$ cat config.mk
export PLATFORM = sky130hd
export DESIGN_NAME = min_priority_queue_flat
export DESIGN_NICKNAME = d
export VERILOG_FILES = /design/src/rtl/mpq_pkg.sv /design/src/rtl/mpq_if.sv /design/src/rtl/min_priority_queue.sv /design/src/flat_wrapper.sv
export SDC_FILE = /design/constraint.sdc
export NUM_CORES = 1
export LEC_CHECK = 0
export BUFFER_PORTS_ARGS = -buffer_cell sky130_fd_sc_hd__buf_2
export CORE_MARGIN = 1
export CORE_UTILIZATION = 39
export CTS_BUF_LIST = sky130_fd_sc_hd__clkbuf_8 sky130_fd_sc_hd__clkbuf_16
export CTS_CLUSTER_DIAMETER = 30
export DETAILED_ROUTE_END_ITERATION = 10
export GPL_TIMING_DRIVEN = 0
export MAX_ROUTING_LAYER = met4
export PLACE_DENSITY = 0.58
export SLEW_MARGIN = 10
export SYNTH_ARGS = -nofsm -noshare
export SYNTH_HDL_FRONTEND = slang
export SYNTH_SLANG_ARGS = --single-unit
$ cat constraint.sdc
create_clock -name clk_i -period 11 [get_ports clk_i]
set_input_delay 3.3 -clock clk_i [delete_from_list [all_inputs] [get_ports clk_i]]
set_output_delay 3.3 -clock clk_i [all_outputs]
set_load 0.005 [all_outputs]
$ cat src/rtl/mpq_pkg.sv
package mpq_pkg;

  localparam int unsigned DefCapacity = 16;
  localparam int unsigned ValueW      = 32;
  localparam int unsigned CountOutW   = 5;

  typedef enum logic {
    REQ_INSERT = 1'b0,
    REQ_SERVE  = 1'b1
  } req_type_e;

  typedef enum logic [1:0] {
    STATUS_OK    = 2'd0,
    STATUS_FULL  = 2'd1,
    STATUS_EMPTY = 2'd2
  } status_e;

  typedef enum logic {
    ST_IDLE,
    ST_SCAN
  } state_e;

endpackage

$ cat src/rtl/mpq_if.sv
interface mpq_req_if import mpq_pkg::*; ();
  logic                valid;
  logic                ready;
  logic                req_type;
  logic [ValueW-1:0]   value;

  modport source (output valid, output req_type, output value, input ready);
  modport sink   (input valid, input req_type, input value, output ready);
endinterface

interface mpq_rsp_if import mpq_pkg::*; ();
  logic                 valid;
  logic                 ready;
  logic [1:0]           status;
  logic [ValueW-1:0]    served_value;
  logic [CountOutW-1:0] item_count;

  modport source (output valid, output status, output served_value, output item_count,
                  input ready);
  modport sink   (input valid, input status, input served_value, input item_count,
                  output ready);
endinterface

$ cat src/rtl/min_priority_queue.sv
// insert, full insert and empty serve: word in the output register in the cycle after accept
// serve of n entries: one memory read per entry in the scan, then the minimum goes out
// one request in work at a time: an insert every cycle when the response is taken at once
// reset clears the entry count and the control state; the value memory is not cleared
module min_priority_queue import mpq_pkg::*; #(
  parameter int unsigned CAPACITY = DefCapacity
) (
  input  logic          clk_i,
  input  logic          rst_ni,
  mpq_req_if.sink       req_i,
  mpq_rsp_if.source     rsp_o
);

  localparam int unsigned AW   = (CAPACITY > 1) ? $clog2(CAPACITY) : 1;
  localparam int unsigned CNTW = $clog2(CAPACITY + 1);

  logic [ValueW-1:0] mem [CAPACITY];

  state_e            state_q, state_d;
  logic [CNTW-1:0]   count_q, count_d;
  logic [AW-1:0]     scan_q, scan_d;
  logic              more_q, more_d;
  logic              dv_q;
  logic [AW-1:0]     didx_q;
  logic [ValueW-1:0] rdata_q;
  logic [ValueW-1:0] best_val_q, best_val_d;
  logic [AW-1:0]     best_idx_q, best_idx_d;

  logic                 rsp_valid_q, rsp_valid_d;
  status_e              rsp_status_q, rsp_status_d;
  logic [ValueW-1:0]    rsp_value_q, rsp_value_d;
  logic [CountOutW-1:0] rsp_count_q, rsp_count_d;

  logic              in_fire, is_full, is_empty, scan_done, cand_better, rd_en, wr_en;
  logic [AW-1:0]     last_idx, rd_addr, wr_addr;
  logic [ValueW-1:0] wr_data;

  assign req_i.ready  = (state_q == ST_IDLE) && (!rsp_valid_q || rsp_o.ready);
  assign in_fire      = req_i.valid && req_i.ready;
  assign is_full      = (count_q == CNTW'(CAPACITY));
  assign is_empty     = (count_q == '0);
  assign last_idx     = AW'(count_q - CNTW'(1));
  assign scan_done    = (state_q == ST_SCAN) && dv_q && (didx_q == last_idx);
  assign cand_better  = (didx_q == '0) || ($signed(rdata_q) < $signed(best_val_q));

  assign rsp_o.valid        = rsp_valid_q;
  assign rsp_o.status       = rsp_status_q;
  assign rsp_o.served_value = rsp_value_q;
  assign rsp_o.item_count   = rsp_count_q;

  always_comb begin
    state_d = state_q;
    unique case (state_q)
      ST_IDLE: begin
        if (in_fire && (req_i.req_type == REQ_SERVE) && !is_empty) begin
          state_d = ST_SCAN;
        end
      end
      ST_SCAN: begin
        if (scan_done) begin
          state_d = ST_IDLE;
        end
      end
      default: state_d = ST_IDLE;
    endcase
  end

  always_comb begin
    count_d      = count_q;
    scan_d       = scan_q;
    more_d       = more_q;
    best_val_d   = best_val_q;
    best_idx_d   = best_idx_q;
    rsp_valid_d  = rsp_valid_q && !rsp_o.ready;
    rsp_status_d = rsp_status_q;
    rsp_value_d  = rsp_value_q;
    rsp_count_d  = rsp_count_q;
    rd_en        = 1'b0;
    rd_addr      = scan_q;
    wr_en        = 1'b0;
    wr_addr      = count_q[AW-1:0];
    wr_data      = req_i.value;
    unique case (state_q)
      ST_IDLE: begin
        if (in_fire) begin
          rsp_valid_d  = 1'b1;
          rsp_value_d  = '0;
          rsp_status_d = STATUS_OK;
          if (req_i.req_type == REQ_INSERT) begin
            if (is_full) begin
              rsp_status_d = STATUS_FULL;
            end else begin
              wr_en   = 1'b1;
              count_d = count_q + CNTW'(1);
            end
            rsp_count_d = CountOutW'(count_d);
          end else if (is_empty) begin
            rsp_status_d = STATUS_EMPTY;
            rsp_count_d  = '0;
          end else begin
            rsp_valid_d = rsp_valid_q && !rsp_o.ready;
            scan_d      = '0;
            more_d      = 1'b1;
          end
        end
      end
      ST_SCAN: begin
        if (more_q) begin
          rd_en = 1'b1;
          if (scan_q == last_idx) begin
            more_d = 1'b0;
          end else begin
            scan_d = scan_q + AW'(1);
          end
        end
        if (dv_q && cand_better) begin
          best_val_d = rdata_q;
          best_idx_d = didx_q;
        end
        // last entry moves into the freed slot
        if (scan_done) begin
          wr_en        = 1'b1;
          wr_addr      = best_idx_d;
          wr_data      = rdata_q;
          count_d      = count_q - CNTW'(1);
          rsp_valid_d  = 1'b1;
          rsp_status_d = STATUS_OK;
          rsp_value_d  = best_val_d;
          rsp_count_d  = CountOutW'(count_d);
        end
      end
      default: ;
    endcase
  end

  always_ff @(posedge clk_i) begin
    if (wr_en) begin
      mem[wr_addr] <= wr_data;
    end
    if (rd_en) begin
      rdata_q <= mem[rd_addr];
    end
  end

  always_ff @(posedge clk_i or negedge rst_ni) begin
    if (!rst_ni) begin
      state_q     <= ST_IDLE;
      count_q     <= '0;
      more_q      <= 1'b0;
      dv_q        <= 1'b0;
      rsp_valid_q <= 1'b0;
    end else begin
      state_q     <= state_d;
      count_q     <= count_d;
      more_q      <= more_d;
      dv_q        <= rd_en;
      rsp_valid_q <= rsp_valid_d;
    end
  end

  always_ff @(posedge clk_i) begin
    scan_q       <= scan_d;
    didx_q       <= scan_q;
    best_val_q   <= best_val_d;
    best_idx_q   <= best_idx_d;
    rsp_status_q <= rsp_status_d;
    rsp_value_q  <= rsp_value_d;
    rsp_count_q  <= rsp_count_d;
  end

`ifndef SYNTHESIS
  a_count_bound: assert property (@(posedge clk_i) disable iff (!rst_ni)
    count_q <= CNTW'(CAPACITY)) else $error("entry count above capacity");

  a_scan_nonempty: assert property (@(posedge clk_i) disable iff (!rst_ni)
    (state_q == ST_SCAN) |-> (count_q != '0)) else $error("scan with no entries");

  a_done_out_free: assert property (@(posedge clk_i) disable iff (!rst_ni)
    scan_done |-> !rsp_valid_q) else $error("serve result would overwrite pending word");

  a_insert_grows: assert property (@(posedge clk_i) disable iff (!rst_ni)
    (in_fire && (req_i.req_type == REQ_INSERT) && !is_full)
      |=> (count_q == $past(count_q) + CNTW'(1))) else $error("insert did not grow count");

  a_serve_shrinks: assert property (@(posedge clk_i) disable iff (!rst_ni)
    scan_done |=> (count_q == $past(count_q) - CNTW'(1) && state_q == ST_IDLE))
    else $error("serve did not shrink count");
`endif

endmodule
$ cat src/flat_wrapper.sv
// flat-port wrapper written by rule: the top's interface ports become plain ports
module min_priority_queue_flat import mpq_pkg::*;
#(
  parameter int unsigned CAPACITY = DefCapacity
)
  (clk_i, rst_ni, req_i_valid, req_i_req_type, req_i_value, req_i_ready, rsp_o_valid, rsp_o_status, rsp_o_served_value, rsp_o_item_count, rsp_o_ready);
  mpq_req_if req_i_i ();
  mpq_rsp_if rsp_o_i ();
  input  logic clk_i;
  input  logic rst_ni;
  input wire logic [$bits(req_i_i.valid)-1:0] req_i_valid;
  input wire logic [$bits(req_i_i.req_type)-1:0] req_i_req_type;
  input wire logic [$bits(req_i_i.value)-1:0] req_i_value;
  output wire logic [$bits(req_i_i.ready)-1:0] req_i_ready;
  output wire logic [$bits(rsp_o_i.valid)-1:0] rsp_o_valid;
  output wire logic [$bits(rsp_o_i.status)-1:0] rsp_o_status;
  output wire logic [$bits(rsp_o_i.served_value)-1:0] rsp_o_served_value;
  output wire logic [$bits(rsp_o_i.item_count)-1:0] rsp_o_item_count;
  input wire logic [$bits(rsp_o_i.ready)-1:0] rsp_o_ready;
  assign req_i_i.valid = req_i_valid;
  assign req_i_i.req_type = req_i_req_type;
  assign req_i_i.value = req_i_value;
  assign req_i_ready = req_i_i.ready;
  assign rsp_o_valid = rsp_o_i.valid;
  assign rsp_o_status = rsp_o_i.status;
  assign rsp_o_served_value = rsp_o_i.served_value;
  assign rsp_o_item_count = rsp_o_i.item_count;
  assign rsp_o_i.ready = rsp_o_ready;
  min_priority_queue #(.CAPACITY(CAPACITY)) u_core (.clk_i(clk_i), .rst_ni(rst_ni), .req_i(req_i_i), .rsp_o(rsp_o_i));
endmodule
=== Word level (Yosys, flattened, before mapping) ===
Memory sizes are Yosys's and may differ from the RTL's. A register that Yosys moved wholly into a read port is not among the register bits.
Cells that the tools add are included.

* Bits in read-only memories: 0
* RAM bits: 512
* Input bits: 37
* Logic and storage cells: 102
* Register bits after elaboration: 92
* Bits in latches: 0
* Memories kept: 1
* Output and inout bits: 41

{| class="wikitable"
|+ Memory list
! name !! depth !! width !! rd ports !! clocked after Yosys merged registers in !! wr ports !! line !! RTL
|-
| u_core.mem || 16 || 32 || 1 || 1 || 1 || min_priority_queue.sv:17 || <nowiki>logic [ValueW-1:0] mem [CAPACITY];</nowiki>
|}

* Shift-type cells: 0
* $mul: 0
* Div/mod/pow operators: 0
* Reduce and logical (&&, ||, !) cells: 20
* $lt $le $gt $ge: 1
* Equal/unequal tests: 11
* $add $sub $neg: 3
* Bitwise gates (word level): 1
* Multiplexer cells: 53

{| class="wikitable"
|+ Operator list
! cell !! number
|-
| 32-bit two-way mux || 5
|-
| 32-bit case mux with 2 select lines || 1
|-
| 5-bit two-way mux || 7
|-
| 32-bit less-than comparator || 1
|-
| 4-bit two-way mux || 8
|-
| 1-bit two-way mux || 20
|-
| 5-bit case mux with 2 select lines || 2
|-
| 2-bit != test (second input constant) || 6
|-
| 3-bit AND reduction || 3
|-
| 4-bit == test || 2
|-
| 1-bit logical AND || 8
|-
| 2-bit two-way mux || 4
|-
| 1-bit case mux with 2 select lines || 4
|-
| 4-bit case mux with 2 select lines || 1
|-
| 5-bit by 1-bit adder with 5-bit output (second input constant) || 1
|-
| 5-bit == test (second input constant) || 1
|-
| 5-bit logical NOT || 1
|-
| 5-bit AND reduction || 1
|-
| 5-bit by 1-bit subtractor with 5-bit output (second input constant) || 1
|-
| 4-bit by 1-bit adder with 4-bit output (second input constant) || 1
|-
| 4-bit logical NOT || 1
|-
| 2-bit case mux with 2 select lines || 1
|-
| 1-bit logical NOT || 3
|-
| 3-bit by 2-bit != test with 1-bit output (second input constant) || 1
|-
| 4 further kinds || 5
|}

=== Logic depth before layout (Yosys ltp) ===
Gate-level depths: netlist (run 1).

* Depth after elaboration: 8
* Gate-level depth with buffers: 13
* Mapped depth without buffers: 12

=== Worst setup path after synthesis (run 1) ===
Ideal clock, no wire load.

* Path type: input-to-output
* Start point: input rsp_o_ready
* End point: output req_i_ready
* Path buffers: 0
* Stages on the path: 2
* Path slack: 4.195 ns
* Arrival time: 3.505 ns
* Path through: inv_1 a21oi_1

* Cells in the longest elaborated chain, start to end: 2

{| class="wikitable"
|+ Ends and longest elaborated chain
! what !! line !! RTL
|-
| start, declared || flat_wrapper.sv:19 || <nowiki>input wire logic [$bits(rsp_o_i.ready)-1:0] rsp_o_ready;</nowiki>
|-
| 1-bit logical OR || min_priority_queue.sv:38 || <nowiki>assign req_i.ready = (state_q == ST_IDLE) && (!rsp_valid_q || rsp_o.ready);</nowiki>
|-
| 1-bit logical AND || min_priority_queue.sv:38 ||
|-
| end, declared || flat_wrapper.sv:14 || <nowiki>output wire logic [$bits(req_i_i.ready)-1:0] req_i_ready;</nowiki>
|}

Every way passes these cells.

=== Worst setup path in the final report (run 1) ===
Same ends and word-level chain as after synthesis.

==> metrics.txt, run 1 <==
# DRC=0; Final Hold Viols=0; H-tree levels=3; CP Capture Type=primary output; total clock sinks=636; antenna-violating nets left=0; # IOs=78; ranking of synthesized cells by area=edfxtp_1 (73%), mux4_2 (14%), nand2_1 (1.7%), ha_1 (1.7%), mux2_4 (1.6%); layout cells sized above 1=33.1%; sequential share of the synthesized area=74.2%; CP Launch Type=input pin; critical path type=in2out; top cells by count, synth=edfxtp_1 (623), mux4_2 (160), nand2_1 (118), and2_1 (40), inv_1 (40); post-CTS setup buffers=0; die width=258 um; main flop type after synthesis=edfxtp_1; final instance area=32000 um^2; Layout Skew=0.0221 ns; CTS Buf Count=120; count of yosys warnings during synthesis=0; fin. max-slew vios=0; Net Count, Synth=1342; largest net degree at the start of global routing=35; total global routing overflow=0; initial antenna violation count=2; Syn Inst Count=1271; measured slew at the worst slew-check pin=1.20 ns; placed standard-cell area=27800 um^2; Setup TNS=0 ns; vias in the first global route=13800; row cnt=93; Tot GR Track Use=19.6%; maxcap violations=0; DR vias=13100; first-pass GRT wire length=91000 um; Root Driver=clkbuf_16; clock slew at the register clock pins of the worst setup and hold paths=0.05 ns; Yosys top cell area share=73.0%; DRT Pass-1 Iters=5; P_leak=11.0 nW; Skew-Pair Late Insertion Delay=0.65 ns; Unique masters post-synth=55; wire per inst=25.3 um; Die Span Y=258 um; cts repair resizes=0; clk buf depth=3; worst slack, placed=3.97 ns; Mean Syn Cell Area=20.2 um^2; Initial Utilization=39.6%; post-route minimum period=7.03 ns; Die ar.=66800 um^2; n_diodes=0; WP data required=7.70 ns; HP Class=reg2reg; total wire length=62100 um; Power Dens Cells=300 nW/um^2; Final WS setup=3.97 ns; Fmax=142 MHz; Synth area leader=edfxtp_1; Yosys reg bits=636; placer's final routability congestion estimate=0.828; most common cell in the netlist=edfxtp_1; share of flip-flops with an asynchronous set or reset=1.42%; Layout area overhead=24.8%; number of synthesized flops with an enable pin=623; Peak VDD IR=0.133 mV; CTS tree=yes; unrepaired setup endpoints after global routing=no; CP max FO=2; Buffers on Ports=77; Setup Viol. Count Final=0; vias per cell=5.35; DRT iter0 DRCs=1192; hpwl dp=39500 um; Final #Nets=1566; Core ar.=64700 um^2; post-route clock period utilization=63.9%; Slew HR=19.9%; Post-Synthesis Cell Area=25600 um^2; WP data arrival=3.73 ns; Pwr Total=9.58 mW; outcome=complete, no violations; hold_buf cts=0
metrics by stage:
| step | std cells | utilization, % | hold WS, ns |
|---|---|---|---|
| floorplan | 1271 | - | 0.346 |
| global placement | 2203 | 41.9 | 0.350 |
| detailed placement | 2227 | 42.9 | 0.356 |
| CTS | 2453 | 49.4 | 0.376 |
| global route | 2454 | 49.4 | 0.378 |
| finish | 2454 | 49.4 | 0.381 |
layout by cell type, fill, tap and decap left out, drive strengths merged, types with 9 or more instances in the layout:
master,synthesis,routed
a21oi,17,17
and2,40,40
buf,19,119
bufinv,0,23
clkbuf,38,162
clkinv,0,47
clkinvlp,0,16
dfrtp,9,9
edfxtp,623,623
ha,34,34
inv,40,58
mux2,32,32
mux4,160,160
nand2,119,119
nand3,10,10
nor2,28,28
nor2b,9,9
o21ai,11,11
xnor2,11,11
sequential cells by signal (all words and copies together), names as in the netlist:
signal / flops
u_core.best_val_q: 32
u_core.rd_addr: 4
u_core.rsp_o.served_value: 32
u_core.state_q: 1
u_core.more_q: 1
u_core.best_idx_q: 4
u_core.rdata_q: 32
u_core.didx_q: 4
u_core.dv_q: 1
u_core.count_q: 5
u_core.mem: 512
u_core.rsp_o.item_count: 5
u_core.rsp_o.status: 2
u_core.rsp_o.valid: 1
area by class of cell:
cell class	count	area, um^2
fill	5316	32700
sequential	636	19000
multi-input combinational	538	6320
clock buffer	122	3050
clock inverter	104	1160
tap	855	1070
timing repair buffer	102	967
buffer	57	251
inverter	40	150
path summary, 6_finish.rpt:
kind,slack [ns],depth (start not counted),to,from
max,3.97,4,req_i_ready,rsp_o_ready
min,0.38,0,u_core.didx_q[3],u_core.rd_addr[3]
max reg2reg,6.38,12,u_core.mem[0][15],u_core.rdata_q[2]
min reg2reg,0.38,0,u_core.didx_q[3],u_core.rd_addr[3]
max in group asynchronous,8.26,1,u_core.state_q,rst_ni
min in group asynchronous,2.52,1,u_core.count_q[2],rst_ni
critical path, cell delays in order:
cell and delay (ns):
buf_2 0.07, inv_1 0.04, a21oi_1 0.17, buf_2 0.14
cells by family after synthesis:
| family | synth area share, % |
|---|---|
| xor+xnor | 0.581 |
| compound gates | 1.82 |
| flops | 74.2 |
| fa+ha+maj | 1.66 |
| buf+inv | 1.55 |
| simple gates | 4.37 |
| mux | 15.9 |
metal layers:
| metal | vias up | track usage, % | wire, um |
|---|---|---|---|
| met5 | - | - | 0 |
| met3 | 126 | 3.94 | 3940 |
| met1 | 6941 | 26.1 | 27000 |
| met4 | 0 | 6.33 | 1420 |
| li1 | 5626 | - | - |
| met2 | 441 | 30.3 | 29700 |
power breakdown:
group | switching, mW | total, mW | internal, mW
combinational | 1.33 | 2.47 | 1.15
sequential | 0.217 | 3.36 | 3.15
clock | 1.21 | 3.75 | 2.54
total | 2.75 | 9.58 | 6.83
Power figures use the tool's default switching activity.
==> run 2: changes to the inputs <==
- ABC_AREA: not set -> 1
- clock period: 11 -> 6.65 ns (I/O delays scaled with it)
==> metrics.txt, run 2 <==
vias in the first global route=18100 (was 13800); Core ar.=65900 um^2 (was 64700 um^2); Buffers on Ports=77 (unchanged); post-synthesis xor/xnor area fraction=0.265% (was 0.581%); CP max FO=2 (unchanged); mux share of post-synthesis cell area=0% (was 15.9%); hpwl dp=53600 um (was 39500 um); Final Hold Viols=0 (unchanged); WP data arrival=2.45 ns (was 3.73 ns); Clk pwr share=35.8% (was 39.1%); fin. max-slew vios=0 (unchanged); Unique masters post-synth=39 (was 55); Pwr Total=17.0 mW (was 9.58 mW); crit-path cells=buf_2 -> nor2_1 -> nor2_1 -> buf_2 (was buf_2 -> inv_1 -> a21oi_1 -> buf_2); Die Span Y=260 um (was 258 um); Layout area overhead=23.9% (was 24.8%); antenna-violating nets left=0 (unchanged); CP Capture Type=primary output (unchanged); count of yosys warnings during synthesis=0 (unchanged); Initial Utilization=39.5% (was 39.6%); Final #Nets=2398 (was 1566); CP max stage delay=0.15 ns (was 0.17 ns); sequential share of the synthesized area=73.1% (was 74.2%); hold_buf cts=0 (unchanged); wire per inst=24.2 um (was 25.3 um); first-pass GRT wire length=117000 um (was 91000 um); placer's final routability congestion estimate=0.898 (was 0.828); r2r setup slk=2.60 ns (was 6.38 ns); commonest non-fill, non-tap cell in the layout=edfxtp_1 (unchanged); Mean Syn Cell Area=12.4 um^2 (was 20.2 um^2); DRT iter0 DRCs=2229 (was 1192); Yosys top cell area share=72.0% (was 73.0%); ranking of synthesized cells by area=edfxtp_1 (72%), o21ai_0 (6.9%), nor2_1 (5.4%), o22ai_1 (3.7%), nand2_1 (3.1%) (was edfxtp_1 (73%), mux4_2 (14%), nand2_1 (1.7%), ha_1 (1.7%), mux2_4 (1.6%)); n_diodes=0 (unchanged); Die ar.=67700 um^2 (was 66800 um^2); FILL cells=5764 (was 5316); Final WS setup=2.20 ns (was 3.97 ns); layout cells sized above 1=14.3% (was 33.1%); unrepaired setup endpoints after global routing=no (unchanged); vias per cell=5.59 (was 5.35); outcome=complete, no violations (unchanged); post-route minimum period=4.45 ns; clock slew at the register clock pins of the worst setup and hold paths=0.06 ns (was 0.05 ns); critical path type=in2out (unchanged); max reg flops=512 (unchanged); switching fraction of total power=37.5% (was 28.7%); Syn Inst Count=2105 (was 1271); CP Launch Type=input pin (unchanged); measured slew at the worst slew-check pin=1.05 ns (was 1.20 ns); HP Class=reg2reg (unchanged); Power Dens Cells=527 nW/um^2 (was 300 nW/um^2); Post-Synthesis Cell Area=26000 um^2 (was 25600 um^2); Synth Area in Adders=1.64% (was 1.66%); CP max-delay cell=nor2_1 (was a21oi_1); # DRC=0 (unchanged); Net Count, Synth=2176 (was 1342); clk buf depth=3 (unchanged); largest net degree at the start of global routing=36 (was 35); maxcap violations=0 (unchanged); post-CTS setup buffers=0 (unchanged); Skew-Pair Late Insertion Delay=0.70 ns (was 0.65 ns); post-route clock period utilization=66.9%; most common cell in the netlist=edfxtp_1 (unchanged); delay-heaviest family, CP=buffers and inverters (unchanged); main flop type after synthesis=edfxtp_1 (unchanged); worst slack, placed=2.08 ns (was 3.97 ns); sequential power share=33.4% (was 35.1%); total global routing overflow=0 (unchanged); P_leak=11.4 nW (was 11.0 nW); complex-gate fraction of the synthesized area=12.0% (was 1.82%); share of flip-flops with an asynchronous set or reset=1.42% (unchanged); Slew HR=30.2% (was 19.9%); Comb pwr share=30.8% (was 25.8%); cts repair resizes=0 (unchanged); # IOs=78 (unchanged); Multi-input gate area=6220 um^2 (was 6320 um^2); CTS Buf Count=121 (was 120); largest family of logic cells by synthesized area=compound AO/OA/AOI/OAI gates (was multiplexers); most frequent cells in the layout=edfxtp_1 (623), nor2_1 (358), o21ai_0 (358) (was edfxtp_1 (623), mux4_2 (160), clkbuf_16 (122)); die width=260 um (was 258 um); dpl cells=3068 (was 2227); Synth area leader=edfxtp_1 (unchanged); DRT Pass-1 Iters=6 (was 5); Synth Area in Simple Gates=9.55% (was 4.37%); total wire length=79900 um (was 62100 um); DR vias=18400 (was 13100); row cnt=94 (was 93); Int Power=10.6 mW (was 6.83 mW); Yosys reg bits=636 (unchanged); total clock sinks=636 (unchanged); Fmax=225 MHz; initial antenna violation count=1 (was 2); Tot GR Track Use=24.4% (was 19.6%); register area=19000 um^2 (unchanged); Layout Skew=0.0636 ns (was 0.0221 ns); CTS tree=yes (unchanged); Top reg by flops=u_core.mem (unchanged); Peak VDD IR=0.228 mV (was 0.133 mV); switching power=6.37 mW (was 2.75 mW); Root Driver=clkbuf_16 (unchanged); WP data required=4.66 ns (was 7.70 ns); Setup Viol. Count Final=0 (unchanged); buffers plus inverters on the worst setup path=2 (was 3); top cells by count, synth=edfxtp_1 (623), nor2_1 (374), o21ai_0 (359), nand2_1 (218), o22ai_1 (153) (was edfxtp_1 (623), mux4_2 (160), nand2_1 (118), and2_1 (40), inv_1 (40)); Non-Filler Instances=3298 (was 2454); number of synthesized flops with an enable pin=623 (unchanged); H-tree levels=3 (unchanged)
## run 2: cell count changes after synthesis, sizes merged, moves of 40 or more
cell	change
o22ai	+151
nand2	+106
o21ai	+352
and2	-40
inv	+59
clkbuf	+73
nor2	+346
mux4	-160
## run 2: layout make-up
type	count	share of cell area, %
multi-input combinational	1242	19.3
sequential	636	59.0
buffer	126	1.59
clock inverter	108	3.36
inverter	101	1.19
tap	864	3.36
clock buffer	122	9.48
timing repair buffer	99	2.69
## run 2: worst paths after layout
check	end	start	cells after the start
worst max-delay path	req_i_ready	rsp_o_ready	4
worst min-delay path	u_core.didx_q[0]	u_core.rd_addr[0]	0
worst max register to register	u_core.mem[0][8]	u_core.rdata_q[21]	18
worst min register to register	u_core.didx_q[0]	u_core.rd_addr[0]	0
max in group asynchronous	u_core.state_q	rst_ni	1
min in group asynchronous	u_core.count_q[0]	rst_ni	1
## run 2: through the flow
step	utilization [%]	hold WS [ns]	area (um^2)	setup TNS [ns]
detailed placement	42.6	0.409	28100	0
floorplan	-	0.371	26000	0
global route	48.9	0.444	32200	0
CTS	48.9	0.425	32200	0
finish	48.9	0.430	32200	0
global placement	41.7	0.402	27500	-55.63
## run 2: power groups by stage
| stage | Sequential (mW) | Combinational, mW | Clock [mW] |
|---|---|---|---|
| 6_report | 5.66 | 5.23 | 6.08 |
| 5_1_grt | 5.70 | 5.71 | 6.31 |
| 4_1_cts | 5.65 | 5.17 | 6.11 |
| 3_5_place_dp | 5.72 | 5.13 | 0 |
| 3_3_place_gp | 5.76 | 4.91 | 0 |
| 2_1_floorplan | 5.53 | 3.11 | 0 |
## run 2: cells by family after synthesis
family,Yosys count
AND/OR/NAND/NOR,635
XOR/XNOR,7
buffers and inverters,227
adder cells (fa/ha/maj),34
AO/OA/AOI/OAI,566
flip-flops,636
## run 2: metal layers
metal,up-vias,track usage (%),part of all wire [%]
met5,-,-,0
met4,0,8.67,2.8
met3,170,5.30,9.9
met2,1007,38.0,47
met1,9106,31.6,41
li1,8137,-,-
